## src/sv/oal_pkg.sv

```systemverilog
// ----------------------------------------------------------------------------
// oal_pkg - shared types and constants of the ordered array list
// Transaction structs, opcode and status codes, and the cell control word.
// ----------------------------------------------------------------------------
`default_nettype none

package oal_pkg;

    localparam int DEPTH_DEF      = 16;
    localparam int DATA_WIDTH_DEF = 32;

    localparam int OPCODE_W   = 2;
    localparam int POSITION_W = 5;
    localparam int VALUE_W    = 32;
    localparam int STATUS_W   = 3;
    localparam int INDEX_W    = 4;
    localparam int COUNT_W    = 5;

    localparam logic [OPCODE_W-1:0] OP_INSERT = 2'd0;
    localparam logic [OPCODE_W-1:0] OP_DELETE = 2'd1;
    localparam logic [OPCODE_W-1:0] OP_FIND   = 2'd2;

    localparam logic [STATUS_W-1:0] STAT_OK       = 3'd0;
    localparam logic [STATUS_W-1:0] STAT_FULL     = 3'd1;
    localparam logic [STATUS_W-1:0] STAT_BADPOS   = 3'd2;
    localparam logic [STATUS_W-1:0] STAT_EMPTY    = 3'd3;
    localparam logic [STATUS_W-1:0] STAT_NOTFOUND = 3'd4;

    typedef struct packed {
        logic [OPCODE_W-1:0]   opcode;
        logic [POSITION_W-1:0] position;
        logic [VALUE_W-1:0]    value;
    } cmd_t;

    typedef struct packed {
        logic [STATUS_W-1:0] status;
        logic [INDEX_W-1:0]  found_index;
        logic [COUNT_W-1:0]  count;
    } rsp_t;

    // What one cell does in a cycle.
    typedef enum logic [2:0] {
        CELL_HOLD = 3'd0,   // keep word and hit flag
        CELL_PREV = 3'd1,   // take the word of the lower neighbor
        CELL_NEXT = 3'd2,   // take the word of the upper neighbor
        CELL_LOAD = 3'd3,   // take the broadcast word
        CELL_CMP  = 3'd4,   // load hit flag from compare with broadcast word
        CELL_SCAN = 3'd5    // take the hit flag of the upper neighbor
    } cell_op_t;

    typedef struct packed {
        cell_op_t op;
        logic     live;     // cell holds a list entry
    } cell_ctrl_t;

endpackage

`default_nettype wire

```

## src/sv/oal_cell.sv

```systemverilog
// ----------------------------------------------------------------------------
// oal_cell - one storage cell of the ordered array list
// Holds one word and one search hit flag; moves data to and from neighbors.
// ----------------------------------------------------------------------------
`default_nettype none

module oal_cell #(
    parameter int DATA_WIDTH = oal_pkg::DATA_WIDTH_DEF
) (
    input  wire logic                  clk,
    input  wire logic                  rst_n,
    input  wire oal_pkg::cell_ctrl_t   ctrl,
    input  wire logic [DATA_WIDTH-1:0] word,
    input  wire logic [DATA_WIDTH-1:0] prev_entry,
    input  wire logic [DATA_WIDTH-1:0] next_entry,
    input  wire logic                  next_hit,
    output logic      [DATA_WIDTH-1:0] entry,
    output logic                       hit
);
    import oal_pkg::*;

    logic [DATA_WIDTH-1:0] entry_reg;
    logic [DATA_WIDTH-1:0] entry_next;
    logic                  hit_reg;
    logic                  hit_next;

    always_comb
    begin
        entry_next = entry_reg;
        hit_next   = hit_reg;
        unique case (ctrl.op)
            CELL_HOLD: ;
            CELL_PREV: entry_next = prev_entry;
            CELL_NEXT: entry_next = next_entry;
            CELL_LOAD: entry_next = word;
            CELL_CMP:  hit_next   = ctrl.live && (entry_reg == word);
            CELL_SCAN: hit_next   = next_hit;
            default:   ;
        endcase
    end

    // Payload word needs no reset.
    always_ff @(posedge clk)
    begin
        entry_reg <= entry_next;
    end

    always_ff @(posedge clk or negedge rst_n)
    begin
        if (!rst_n)
        begin
            hit_reg <= 1'b0;
        end
        else
        begin
            hit_reg <= hit_next;
        end
    end

    assign entry = entry_reg;
    assign hit   = hit_reg;

endmodule

`default_nettype wire

```

## src/sv/ordered_array_list_core.sv

```systemverilog
// ----------------------------------------------------------------------------
// ordered_array_list_core - bounded positional list of DEPTH words
// Insert, delete and find on a list held in a row of shifting cells.
// ----------------------------------------------------------------------------
// Usage:
//   Command channel: a transaction is taken at a rising edge with start high
//   and busy low. cmd carries opcode, 1-based position and value.
//   Response channel: done is high for exactly one cycle while rsp carries
//   status, found_index and the entry count after the operation. The
//   receiver cannot stall; a response must be taken in the cycle it shows.
// Operation and throughput:
//   Insert, delete and the unused opcode finish without a stall: cells
//   shift at once, the response shows in the cycle after acceptance and
//   busy stays low, so one such command can be taken every cycle.
//   Find compares all cells at once, then shifts the hit flags down
//   the cell row one place a cycle while a counter follows them. It keeps
//   busy high until the first match reaches cell 0 or the counter reaches
//   the count; the response shows as busy drops.
// Reset:
//   The count clears to zero and the block is idle. Cell words are not
//   cleared; only entries below the count are ever read.
// ----------------------------------------------------------------------------
`default_nettype none

module ordered_array_list_core #(
    parameter int DEPTH      = oal_pkg::DEPTH_DEF,
    parameter int DATA_WIDTH = oal_pkg::DATA_WIDTH_DEF
) (
    input  wire logic          clk,
    input  wire logic          rst_n,
    input  wire logic          start,
    output logic               busy,
    input  wire oal_pkg::cmd_t cmd,
    output logic               done,
    output oal_pkg::rsp_t      rsp
);
    import oal_pkg::*;

    localparam int CW = $clog2(DEPTH + 1);   // count and scan index width
    localparam int EW = CW + 6;              // room to compare position and count

    typedef enum logic [1:0] {
        ST_IDLE = 2'b01,
        ST_SCAN = 2'b10
    } state_t;

    state_t          state_reg;
    state_t          state_next;
    logic [CW-1:0]   count_reg;
    logic [CW-1:0]   count_next;
    logic [CW-1:0]   scan_idx_reg;
    logic [CW-1:0]   scan_idx_next;
    logic            done_reg;
    logic            done_next;
    rsp_t            rsp_reg;
    rsp_t            rsp_next;

    logic                    accept;
    logic [DATA_WIDTH-1:0]   word;
    logic [DATA_WIDTH+31:0]  word_wide;
    logic [EW-1:0]           pos_e;
    logic [EW-1:0]           pos_m1;
    logic [EW-1:0]           cnt_e;
    logic                    is_full;
    logic                    is_empty;
    logic                    ins_ok;
    logic                    del_ok;
    logic [CW+4:0]           count_out_wide;
    logic [CW+3:0]           idx_out_wide;

    cell_ctrl_t              ctrl [DEPTH];
    logic [DATA_WIDTH-1:0]   entry_w [DEPTH];
    logic                    hit_w [DEPTH];

    assign busy   = (state_reg == ST_SCAN);
    assign accept = start && !busy;

    // Use the low DATA_WIDTH bits of value, zero-extended when wider.
    assign word_wide = {{DATA_WIDTH{1'b0}}, cmd.value};
    assign word      = word_wide[DATA_WIDTH-1:0];

    assign pos_e    = {{(EW-POSITION_W){1'b0}}, cmd.position};
    assign pos_m1   = pos_e - EW'(1);
    assign cnt_e    = {{(EW-CW){1'b0}}, count_reg};
    assign is_full  = (count_reg == CW'(DEPTH));
    assign is_empty = (count_reg == '0);
    assign ins_ok   = !is_full && (pos_e != '0) && (pos_e <= cnt_e + EW'(1));
    assign del_ok   = !is_empty && (pos_e != '0) && (pos_e <= cnt_e);

    // Per-cell control: shift from the position up, load, compare or scan.
    always_comb
    begin
        for (int i = 0; i < DEPTH; i++)
        begin
            ctrl[i].live = (CW'(i) < count_reg);
            ctrl[i].op   = CELL_HOLD;
            if (accept && cmd.opcode == OP_INSERT && ins_ok)
            begin
                if (EW'(i) > pos_m1)
                begin
                    ctrl[i].op = CELL_PREV;
                end
                else if (EW'(i) == pos_m1)
                begin
                    ctrl[i].op = CELL_LOAD;
                end
            end
            else if (accept && cmd.opcode == OP_DELETE && del_ok)
            begin
                if (EW'(i) >= pos_m1)
                begin
                    ctrl[i].op = CELL_NEXT;
                end
            end
            else if (accept && cmd.opcode == OP_FIND)
            begin
                ctrl[i].op = CELL_CMP;
            end
            else if (state_reg == ST_SCAN && scan_idx_reg < count_reg && !hit_w[0])
            begin
                ctrl[i].op = CELL_SCAN;
            end
        end
    end

    // Row of cells; cell 0 holds list index 0.
    for (genvar i = 0; i < DEPTH; i++)
    begin : g_cell
        logic [DATA_WIDTH-1:0] prev_w;
        logic [DATA_WIDTH-1:0] next_w;
        logic                  next_hit_w;

        if (i == 0)
        begin : g_first
            assign prev_w = word;
        end
        else
        begin : g_prev
            assign prev_w = entry_w[i-1];
        end

        if (i == DEPTH - 1)
        begin : g_last
            assign next_w     = entry_w[i];
            assign next_hit_w = 1'b0;
        end
        else
        begin : g_next
            assign next_w     = entry_w[i+1];
            assign next_hit_w = hit_w[i+1];
        end

        oal_cell #(
            .DATA_WIDTH (DATA_WIDTH)
        ) u_cell (
            .clk        (clk),
            .rst_n      (rst_n),
            .ctrl       (ctrl[i]),
            .word       (word),
            .prev_entry (prev_w),
            .next_entry (next_w),
            .next_hit   (next_hit_w),
            .entry      (entry_w[i]),
            .hit        (hit_w[i])
        );
    end

    // Sequencer: insert, delete and the unused opcode respond at once, find walks the hits.
    always_comb
    begin
        state_next    = state_reg;
        count_next    = count_reg;
        scan_idx_next = scan_idx_reg;
        done_next     = 1'b0;
        rsp_next      = rsp_reg;
        count_out_wide = '0;
        idx_out_wide   = '0;

        unique case (state_reg)
            ST_IDLE:
            begin
                if (accept)
                begin
                    rsp_next.found_index = '0;
                    rsp_next.status      = STAT_OK;
                    done_next            = 1'b1;
                    if (cmd.opcode == OP_INSERT)
                    begin
                        if (is_full)
                        begin
                            rsp_next.status = STAT_FULL;
                        end
                        else if (!ins_ok)
                        begin
                            rsp_next.status = STAT_BADPOS;
                        end
                        else
                        begin
                            count_next = count_reg + CW'(1);
                        end
                    end
                    else if (cmd.opcode == OP_DELETE)
                    begin
                        if (is_empty)
                        begin
                            rsp_next.status = STAT_EMPTY;
                        end
                        else if (!del_ok)
                        begin
                            rsp_next.status = STAT_BADPOS;
                        end
                        else
                        begin
                            count_next = count_reg - CW'(1);
                        end
                    end
                    else if (cmd.opcode == OP_FIND)
                    begin
                        // hold the response until the scan ends
                        done_next     = 1'b0;
                        scan_idx_next = '0;
                        state_next    = ST_SCAN;
                    end
                end
            end
            ST_SCAN:
            begin
                if (scan_idx_reg >= count_reg)
                begin
                    rsp_next.status      = STAT_NOTFOUND;
                    rsp_next.found_index = '0;
                    done_next            = 1'b1;
                    state_next           = ST_IDLE;
                end
                else if (hit_w[0])
                begin
                    idx_out_wide         = {4'b0, scan_idx_reg};
                    rsp_next.status      = STAT_OK;
                    rsp_next.found_index = idx_out_wide[INDEX_W-1:0];
                    done_next            = 1'b1;
                    state_next           = ST_IDLE;
                end
                else
                begin
                    // advance to the next list index
                    scan_idx_next = scan_idx_reg + CW'(1);
                end
            end
            default:
            begin
                state_next = ST_IDLE;
            end
        endcase

        count_out_wide = {5'b0, count_next};
        rsp_next.count = count_out_wide[COUNT_W-1:0];
    end

    always_ff @(posedge clk or negedge rst_n)
    begin
        if (!rst_n)
        begin
            state_reg    <= ST_IDLE;
            count_reg    <= '0;
            scan_idx_reg <= '0;
            done_reg     <= 1'b0;
        end
        else
        begin
            state_reg    <= state_next;
            count_reg    <= count_next;
            scan_idx_reg <= scan_idx_next;
            done_reg     <= done_next;
        end
    end

    always_ff @(posedge clk)
    begin
        rsp_reg <= rsp_next;
    end

    assign done = done_reg;
    assign rsp  = rsp_reg;

endmodule

`default_nettype wire

```

## config.mk

```make
export PLATFORM = sky130hd
export DESIGN_NAME = ordered_array_list_core
export DESIGN_NICKNAME = d
export VERILOG_FILES = /design/src/sv/oal_pkg.sv /design/src/sv/oal_cell.sv /design/src/sv/ordered_array_list_core.sv
export SDC_FILE = /design/constraint.sdc
export NUM_CORES = 1
export LEC_CHECK = 0
export ABC_AREA = 0
export BUFFER_PORTS_ARGS = -buffer_cell sky130_fd_sc_hd__buf_2
export CAP_MARGIN = 5
export CORE_MARGIN = 5
export CORE_UTILIZATION = 39
export DETAILED_ROUTE_END_ITERATION = 8
export SLEW_MARGIN = 40
export SYNTH_ARGS = -nofsm -noshare
export SYNTH_HDL_FRONTEND = slang
export SYNTH_SLANG_ARGS = --single-unit
```

## constraint.sdc

```tcl
create_clock -name clk -period 7.7 [get_ports clk]
set_clock_uncertainty 0.2 [all_clocks]
set_input_delay 1.155 -clock clk [delete_from_list [all_inputs] [get_ports clk]]
set_output_delay 1.155 -clock clk [all_outputs]
set_load 0.05 [all_outputs]
```

After elaboration in Yosys (flattened, before gate mapping)
Cells that the tools add are included.
Cells by class
  multiplexer cells: 153
  reduce and logical (&&, ||, !) cells: 73
  add/sub/neg operators: 5
  eq/ne operators: 122
  order comparisons: 52
Operators with widths (number)
  32-bit case mux with 3 select lines: 14
  32-bit == test: 16
  32-bit case mux with 2 select lines: 2
  2-bit two-way mux: 59
  3-bit two-way mux: 35
  3-bit == test (second input constant): 32
  3-bit by 2-bit == test with 1-bit output (second input constant): 31
  4-bit by 11-bit == test with 1-bit output (first input constant): 8
  4-bit by 11-bit >= comparator with 1-bit output (first input constant): 8
  4-bit by 11-bit greater-than comparator with 1-bit output (first input constant): 8
  5-bit two-way mux: 14
  3-bit by 1-bit == test with 1-bit output (second input constant): 16
  3-bit by 11-bit == test with 1-bit output (first input constant): 4
  3-bit by 11-bit >= comparator with 1-bit output (first input constant): 4
  3-bit by 11-bit greater-than comparator with 1-bit output (first input constant): 4
  3-bit nonzero test: 14
  4-bit by 5-bit < comparator with 1-bit output (first input constant): 8
  2-bit nonzero test: 19
  1-bit case mux with 2 select lines: 17
  1-bit logical AND: 28
  2-bit by 11-bit == test with 1-bit output (first input constant): 2
  1-bit by 11-bit >= comparator with 1-bit output (first input constant): 2
  2-bit by 11-bit >= comparator with 1-bit output (first input constant): 2
  1-bit by 11-bit greater-than comparator with 1-bit output (first input constant): 2
  32 further kinds: 56
Storage, ports and cells
  register bits: 553

Logic depth before layout (Yosys ltp)
Gate-level depths: netlist of run 1.
  word-level depth: 10
  mapped depth: 15
  mapped depth without buffers: 10

Modules after synthesis
A second synthesis of run 1 with hierarchy kept.
Unflattened totals
  cells, all modules: 3407
  area total of the unflattened synthesis: 34968.5 µm²
Modules (own cells, without submodules)
  oal_cell: instances 16, area each 2031.9 µm², cells each 193
  ordered_array_list_core: instances 1, area each 2457.4 µm², cells each 319

Worst setup path before layout of run 1
OpenSTA, ideal clock, no wires.
  path kind: in2reg
  from: input port cmd[32] in the netlist's numbering
  to: register g_cell[6].u_cell.entry_reg[0], enable pin
  slack: 1721 ps
  cell stages on the path: 11
  required time: 7039 ps
  data arrival time: 5318 ps
  cell sequence: buf_4 > inv_1 > ha_1 > nor4b_2 > buf_4 > nor4_1 > a31oi_1 > buf_2 > nor2_1 > a21oi_1 > nor3_1
Between the ends
  longest elaborated chain between the ends: 8
Ends and longest elaborated chain
  from (decl): RTL line ordered_array_list_core.sv:33  | input wire oal_pkg::cmd_t cmd,
  parallel branches: the longest is 5 deep, another holds 3-bit by 11-bit >= comparator with 1-bit output
  3-bit two-way mux *: RTL line ordered_array_list_core.sv:97  | if (accept && cmd.opcode == OP_INSERT && ins_ok)
  3-bit by 1-bit == test with 1-bit output or 3-bit by 2-bit == test with 1-bit output (tied branches): RTL line oal_cell.sv:31  | unique case (ctrl.op)
  3-bit nonzero test (no source line) *
  to (signal assigned): RTL line oal_cell.sv:45  | entry_reg <= entry_next;
  to (decl): RTL line oal_cell.sv:22  | logic [DATA_WIDTH-1:0] entry_reg;
Mark *: on every way between the ends.
A chain may end at the register's enable or synchronous reset.

Final worst setup path of run 1
  from: register count_reg[2]
  to: register g_cell[10].u_cell.entry_reg[26], enable pin
Between the ends
  longest elaborated chain between the ends: 9
Ends and longest elaborated chain
  from (decl): RTL line ordered_array_list_core.sv:49  | logic [CW-1:0] count_reg;
  from (signal assigned): RTL line ordered_array_list_core.sv:271  | count_reg <= count_next;
  parallel branches: the longest is 6 deep, another holds 5-bit by 1-bit adder with 6-bit output
  3-bit two-way mux *: RTL line ordered_array_list_core.sv:97
  3-bit by 1-bit == test with 1-bit output or 3-bit by 2-bit == test with 1-bit output (tied branches): RTL line oal_cell.sv:31
  3-bit nonzero test (no source line) *
  to (signal assigned): RTL line oal_cell.sv:45
  to (decl): RTL line oal_cell.sv:22
Marked as above.

==> summary.txt, run 1 <==
Routing
  • Detailed Route WL: 131,000 µm
  • Residual DRC count: 0
  • Met1 Wirelength: 55,200 µm
  • Routed wire length per instance: 30.8 µm
  • WL met3: 14,200 µm
  • Met2 WL: 55,500 µm
  • Initial DRC count: 3,805
  • Vias per std cell: 6.38
  • Highest routed layer: met5
  • Via count: 27,200
  • Drt pass-1 iters: 7
  • ANT nets after route: 0

STA
  • RSZ-0062 raised after global routing: no
  • Slew margin rel.: 33.6%
  • Final setup margin: 2.44 ns
  • Crit path time final: 5.26 ns
  • Worst slew pin tran: 0.992 ns
  • Period utilization: 68.3%
  • Setup TNS: 0 ns
  • Max-slew violation count: 0
  • Fmax: 190 MHz
  • Final setup viols: 0
  • Endpoints failing hold: 0

CTS
  • CTS sink count: 553
  • PostCTS Resize Cnt: 0
  • H-tree depth: 3
  • Clock transition at path regs: 0.07 ns
  • Total clock buffers created by CTS: 68
  • Clock Latency Late Sink: 0.65 ns
  • CTS root buffer: clkbuf_16
  • Clock Tree Buf Depth: 3
  • Cts hold-fix bufs: 0
  • Setup Fix Bufs, Post-CTS: 0
  • CTS tree: yes

Placement
  • HPWL after DPL: 91,900 µm
  • # port buffers: 55
  • # placed instances: 4,140
  • Pre-CTS setup slack: 2.20 ns
  • Global placement routability congestion: 0.975
  • Placed Area: 0.0371 mm²

Synthesis
  • Mapped Nets: 3,165
  • Ys async rst share: 5.24%
  • Top_reg_cell synth: edfxtp_1
  • Syn Area/Cell: 11.4 µm²
  • Synth cell types: 80
  • Post-Synthesis Cells: 3,098
  • Synth Register Bits: 553
  • Syn. warnings: 0
  • Sequential area share after synthesis: 46.5%
  • EDFF count, synth: 519
  • Syn Std Cell Area: 0.0353 mm²

Cells and area
  • Fillers: 8,442
  • Commonest cells after routing, fill and taps aside: edfxtp_1, xor2_1, mux2_2
  • Post-Layout Cell Count: 4,267
  • Share of layout cells above drive strength 1: 22.0%
  • Leading cell type in the layout, fill and taps excluded: edfxtp_1
  • Max reg flops: 512
  • Post-Layout Inst Area: 0.0394 mm²
  • Area added between synthesis and finish: 11.7%
  • Nets: 3,101

Critical path
  • CP most frequent cell: buf_4
  • R2R depth: 12
  • Setup crit start kind: flop
  • Arrival time worst endpoint: 5.41 ns
  • CP peak stage delay: 0.79 ns
  • Reg-to-reg slack, setup: 2.44 ns
  • Setup CP Type: reg -> reg
  • Crit Path Max Fanout: 33
  • Crit-path slowest cell: dfrtp_1
  • Cell Chain, Critical Path: nand3_1 > xnor2_1 > ha_1 > and3_1 > o21ai_0 > a221oi_4 > buf_4 > nor4_4 > buf_4 > nor2_2 > o31ai_4 > buf_4
  • Critical path required time: 7.85 ns
  • Crit. End Element: flop

Floorplanning
  • Die area: 0.0966 mm²
  • Die Span X: 311 µm
  • Cell Rows: 110
  • Vert. Die Dim: 311 µm
  • Initial core utilization: 39.3%
  • IO Count: 56
  • Core area: 0.0899 mm²

Power and ir drop
  • VDD IR-drop max: 0.000216 V
  • Pleak: 13.9 nW
  • PwrDens: 216 mW/mm²

Global routing
  • Global-route wire length before repair: 188,000 µm
  • Largest net degree at the start of global routing: 65
  • GRT Residual Overflow: 0
  • Vias in the first global route: 26,000
  • Antenna violations before repair: 3
  • GRT Total Usage: 26.0%

Hold path
  • WHS Path Cells: 1
  • Hold Path Class: reg -> reg

Run
  • MaxCap Viol Count: 0

Run status
  • Status: finished, final reports clean
## metrics by stage
stage	util, %	power (mW)	hold WS (ns)
floorplan	-	4.62	0.244
global placement	41.0	5.13	0.257
detailed placement	41.3	5.16	0.266
CTS	43.9	8.53	0.278
global route	43.9	8.79	0.289
finish	43.9	8.53	0.275
## path summary, 6_finish.rpt
check	to	from
worst max-delay path	g_cell[10].u_cell.entry[26]	count_reg[2]
worst min-delay path	g_cell[15].u_cell.hit	g_cell[15].u_cell.hit
worst max register to register	g_cell[10].u_cell.entry[26]	count_reg[2]
worst min register to register	g_cell[15].u_cell.hit	g_cell[15].u_cell.hit
max in group asynchronous	state_reg[0]	rst_n
min in group asynchronous	scan_idx_reg[4]	rst_n
## layout make-up
cell class              count  area, µm²  share of cell area [%]
diodes                      1       2.50                 0.00635
clock buffers              80       1800                    4.56
clock inverters            46        543                    1.38
inverters                  83        312                   0.790
multi-input cells        2152      17600                    44.5
flip-flops and latches    553      16400                    41.6
well taps                1176       1470                    3.73
repair buffers            176       1340                    3.40
## cell families (layout without fill, tap and decap cells)
family,after synthesis,after routing,share of synthesized area (%)
adder cells (fa/ha/maj),25,25,0.886
flip-flops,553,553,46.5
buffers and inverters,393,385,4.73
other,0,1,0
AND/OR/NAND/NOR,625,625,9.82
multiplexers,390,390,12.4
AO/OA/AOI/OAI,597,597,12.9
XOR/XNOR,515,515,12.8
## power breakdown
group / switching (mW) / internal (mW)
sequential: 0.191 / 3.47
clock: 1.41 / 1.97
combinational: 0.974 / 0.522
## worst max-delay path: cells and delay by family (launching register included)
kind                     cells  cell delay (ns)
XOR/XNOR                     1             0.24
flip-flops                   1             0.79
AO/OA/AOI/OAI                3             1.09
AND/OR/NAND/NOR              4             1.34
adder cells (fa/ha/maj)      1             0.30
buffers and inverters        3             0.98
## cells in the mapped netlist, types with 33 or more instances
master	count	area share, %
a21o_1	103	2.2
a221o_1	34	0.96
a22o_1	96	2.4
a22oi_1	99	2.1
a31oi_1	41	0.73
buf_2	49	0.69
clkbuf_1	226	2.4
edfxtp_1	519	44
inv_1	83	0.88
mux2_1	49	1.6
mux2_2	333	11
nand2_1	133	1.4
nand3_1	135	1.9
nand4_1	62	1.1
nor2_1	37	0.39
nor3_1	60	0.85
nor3b_1	33	0.70
nor4_1	95	1.7
o2111ai_1	34	0.84
o211ai_1	35	0.74
o21ai_0	83	1.2
xnor2_1	172	4.3
xor2_1	343	8.5
## per-layer routing
metal / track usage (%) / vias to the layer above
li1: - / 11500
met1: 37.5 / 13500
met2: 37.6 / 1815
met3: 5.79 / 307
met4: 11.1 / 2
met5: 0 / -
Power figures use the tool's default switching activity.
==> run 2, diff against run 1 <==
clock period = 5.3 ns   (was 7.7 ns; I/O delays follow)
==> summary.txt, run 2 (synthesis gave the netlist of run 1 again) <==
Run status
  • Status: finished, final reports clean

Global routing
  • Grt met2 use: 40.7% (+3.0 points)
  • GR met1 Demand/Resource: 38.1% (+0.57 points)
  • Grt met3 use: 4.95% (-0.85 points)
  • GRT Residual Overflow: 0 (unchanged)
  • Busiest metal layer after global routing: met2
  • Largest net degree at the start of global routing: 45 (-31%)
  • Global-route wire length before repair: 191,000 µm (+1.9%)
  • Vias in the first global route: 26,000 (-0.081%)
  • GRT Total Usage: 26.4% (+0.42 points)
  • Antenna violations before repair: 7 (+4)

Power and ir drop
  • VDD IR-drop max: 0.000232 V (+7.4%)
  • PwrDens: 312 mW/mm² (+44%)
  • Power Total: 12.3 mW (+44%)
  • Pleak: 13.9 nW (+0.29%)

Hold path
  • Hold Path Class: reg -> reg
  • Hold endpoint: g_cell[15].u_cell.hit
  • WHS Path Cells: 1 (unchanged)
  • Hold_sp: g_cell[15].u_cell.hit

Floorplanning
  • IO Count: 56 (unchanged)
  • Vert. Die Dim: 311 µm (unchanged)
  • Cell Rows: 110 (unchanged)
  • Die Span X: 311 µm (unchanged)
  • Initial core utilization: 39.3% (unchanged)
  • Core area: 0.0899 mm² (unchanged)
  • Die area: 0.0966 mm² (unchanged)

STA
  • Setup TNS: 0 ns (unchanged)
  • Worst slew pin tran: 1.00 ns (+0.00851 ns)
  • Final setup viols: 0 (unchanged)
  • Slew margin rel.: 32.7% (-0.94 points)
  • Fmax: 216 MHz (+13%)
  • Endpoints failing hold: 0 (unchanged)
  • Max-slew violation count: 0 (unchanged)
  • RSZ-0062 raised after global routing: no
  • Crit path time final: 4.64 ns (-0.620 ns)
  • Period utilization: 87.5% (+19 points)

Routing
  • Via count: 27,500 (+1.1%)
  • Residual DRC count: 0 (unchanged)
  • Drt pass-1 iters: 6 (-1)
  • Vias per std cell: 6.43 (+0.78%)
  • Initial DRC count: 3,689 (-3.0%)
  • ANT nets after route: 0 (unchanged)
  • Routed wire length per instance: 31.2 µm (+1.5%)
  • Detailed Route WL: 134,000 µm (+1.8%)

Placement
  • # port buffers: 55 (unchanged)
  • HPWL after DPL: 94,500 µm (+2.8%)
  • Global placement routability congestion: 0.921 (-5.6%)
  • Placed Area: 0.0372 mm² (+0.31%)
  • # placed instances: 4,155 (+0.36%)

Critical path
  • Arrival time worst endpoint: 4.80 ns (-0.61 ns)
  • Reg-to-reg endpoint: g_cell[3].u_cell.entry[25]
  • Crit. End Element: flop
  • Critical path required time: 5.46 ns (-2.39 ns)
  • Setup crit start kind: flop
  • Setup CP Type: reg -> reg
  • Reg-to-reg slack, setup: 0.66 ns (-1.78 ns)
  • Crit Path Max Fanout: 35 (+6.1%)
  • R2R depth: 12 (unchanged)
  • Reg2Reg Launch Point: count_reg[0]

CTS
  • H-tree depth: 3 (unchanged)
  • Total clock buffers created by CTS: 69 (+1.5%)
  • CTS root buffer: clkbuf_16
  • CTS tree: yes
  • CTS sink count: 553 (unchanged)
  • PostCTS Resize Cnt: 0 (unchanged)
  • Clock Tree Buf Depth: 3 (unchanged)
  • Clock Latency Late Sink: 0.64 ns (about the same)
  • Clock transition at path regs: 0.06 ns (about the same)

Cells and area
  • Leading cell type in the layout, fill and taps excluded: edfxtp_1
  • Post-Layout Inst Area: 0.0394 mm² (about the same)
  • Reg area: 0.0164 mm² (unchanged)
  • Share of layout cells above drive strength 1: 22.3% (+0.23 points)
  • Max reg flops: 512 (unchanged)
  • Fin util: 43.9% (about the same)
  • Nets: 3,119 (+0.58%)
  • Post-Layout Cell Count: 4,280 (+0.30%)
  • Commonest cells after routing, fill and taps aside: edfxtp_1, xor2_1, mux2_2
  • Fillers: 8,435 (-0.083%)
  • Area of the multi-input gates: 0.0176 mm² (about the same)
  • Area added between synthesis and finish: 11.7% (about the same)

Run
  • MaxCap Viol Count: 0 (unchanged)
-- run 2: power by group --
| part | total, mW | internal, mW | switching [mW] |
|---|---|---|---|
| clock network | 4.80 | 2.81 | 1.99 |
| registers | 5.29 | 5.03 | 0.253 |
| logic | 2.21 | 0.767 | 1.45 |
-- run 2: metrics by stage --
step	setup slack [ns]	hold slack [ns]
after global placement	0.628	0.260
after detailed placement	0.512	0.266
after global routing	0.466	0.287
final	0.660	0.284
after floorplan	-0.319	0.244
after CTS	0.675	0.0902
-- run 2: worst max-delay path, cell delays in order, from the launching register on --
cell and delay, ns:
dfrtp_1 0.66, ha_1 0.33, nand3_1 0.11, xnor2_1 0.26, ha_1 0.29, and3_1 0.19
and3_1 0.21, a221oi_4 0.53, buf_4 0.42, o31ai_4 0.11, buf_4 0.29, mux2_1 0.43
mux2_2 0.27
-- run 2: worst max path at each step --
stage / cells past startpoint / start / end
CTS: 12 / count_reg[0] / g_cell[3].u_cell.hit
global placement: 11 / cmd[32] / g_cell[13].u_cell.entry[2]
global route: 12 / count_reg[0] / g_cell[7].u_cell.entry[14]
floorplan: 11 / cmd[32] / g_cell[6].u_cell.entry[0]
detailed placement: 10 / cmd[32] / g_cell[0].u_cell.entry[23]
finish: 12 / count_reg[0] / g_cell[3].u_cell.entry[25]
-- run 2: final cells by class --
class,instances,area share (%)
multi-input combinational,2152,44.5
sequential,553,41.6
clock buffer,85,4.66
tap,1176,3.73
timing repair buffer,193,3.68
clock inverter,37,0.990
inverter,83,0.790
antenna,1,0.00634
-- run 2: what timing repair did --
| action | 4_1_cts | 5_1_grt |
|---|---|---|
| buffers inserted | 0 | 0 |
| endpoints found under the hold margin | 0 | 28 |
| hold buffers | 0 | 1 |
-- run 2: routing by layer --
metal / vias up / share of wire [%]
met5: - / 0.018
met4: 4 / 3.4
met3: 269 / 11
met2: 1782 / 44
met1: 13900 / 42
li1: 11600 / -
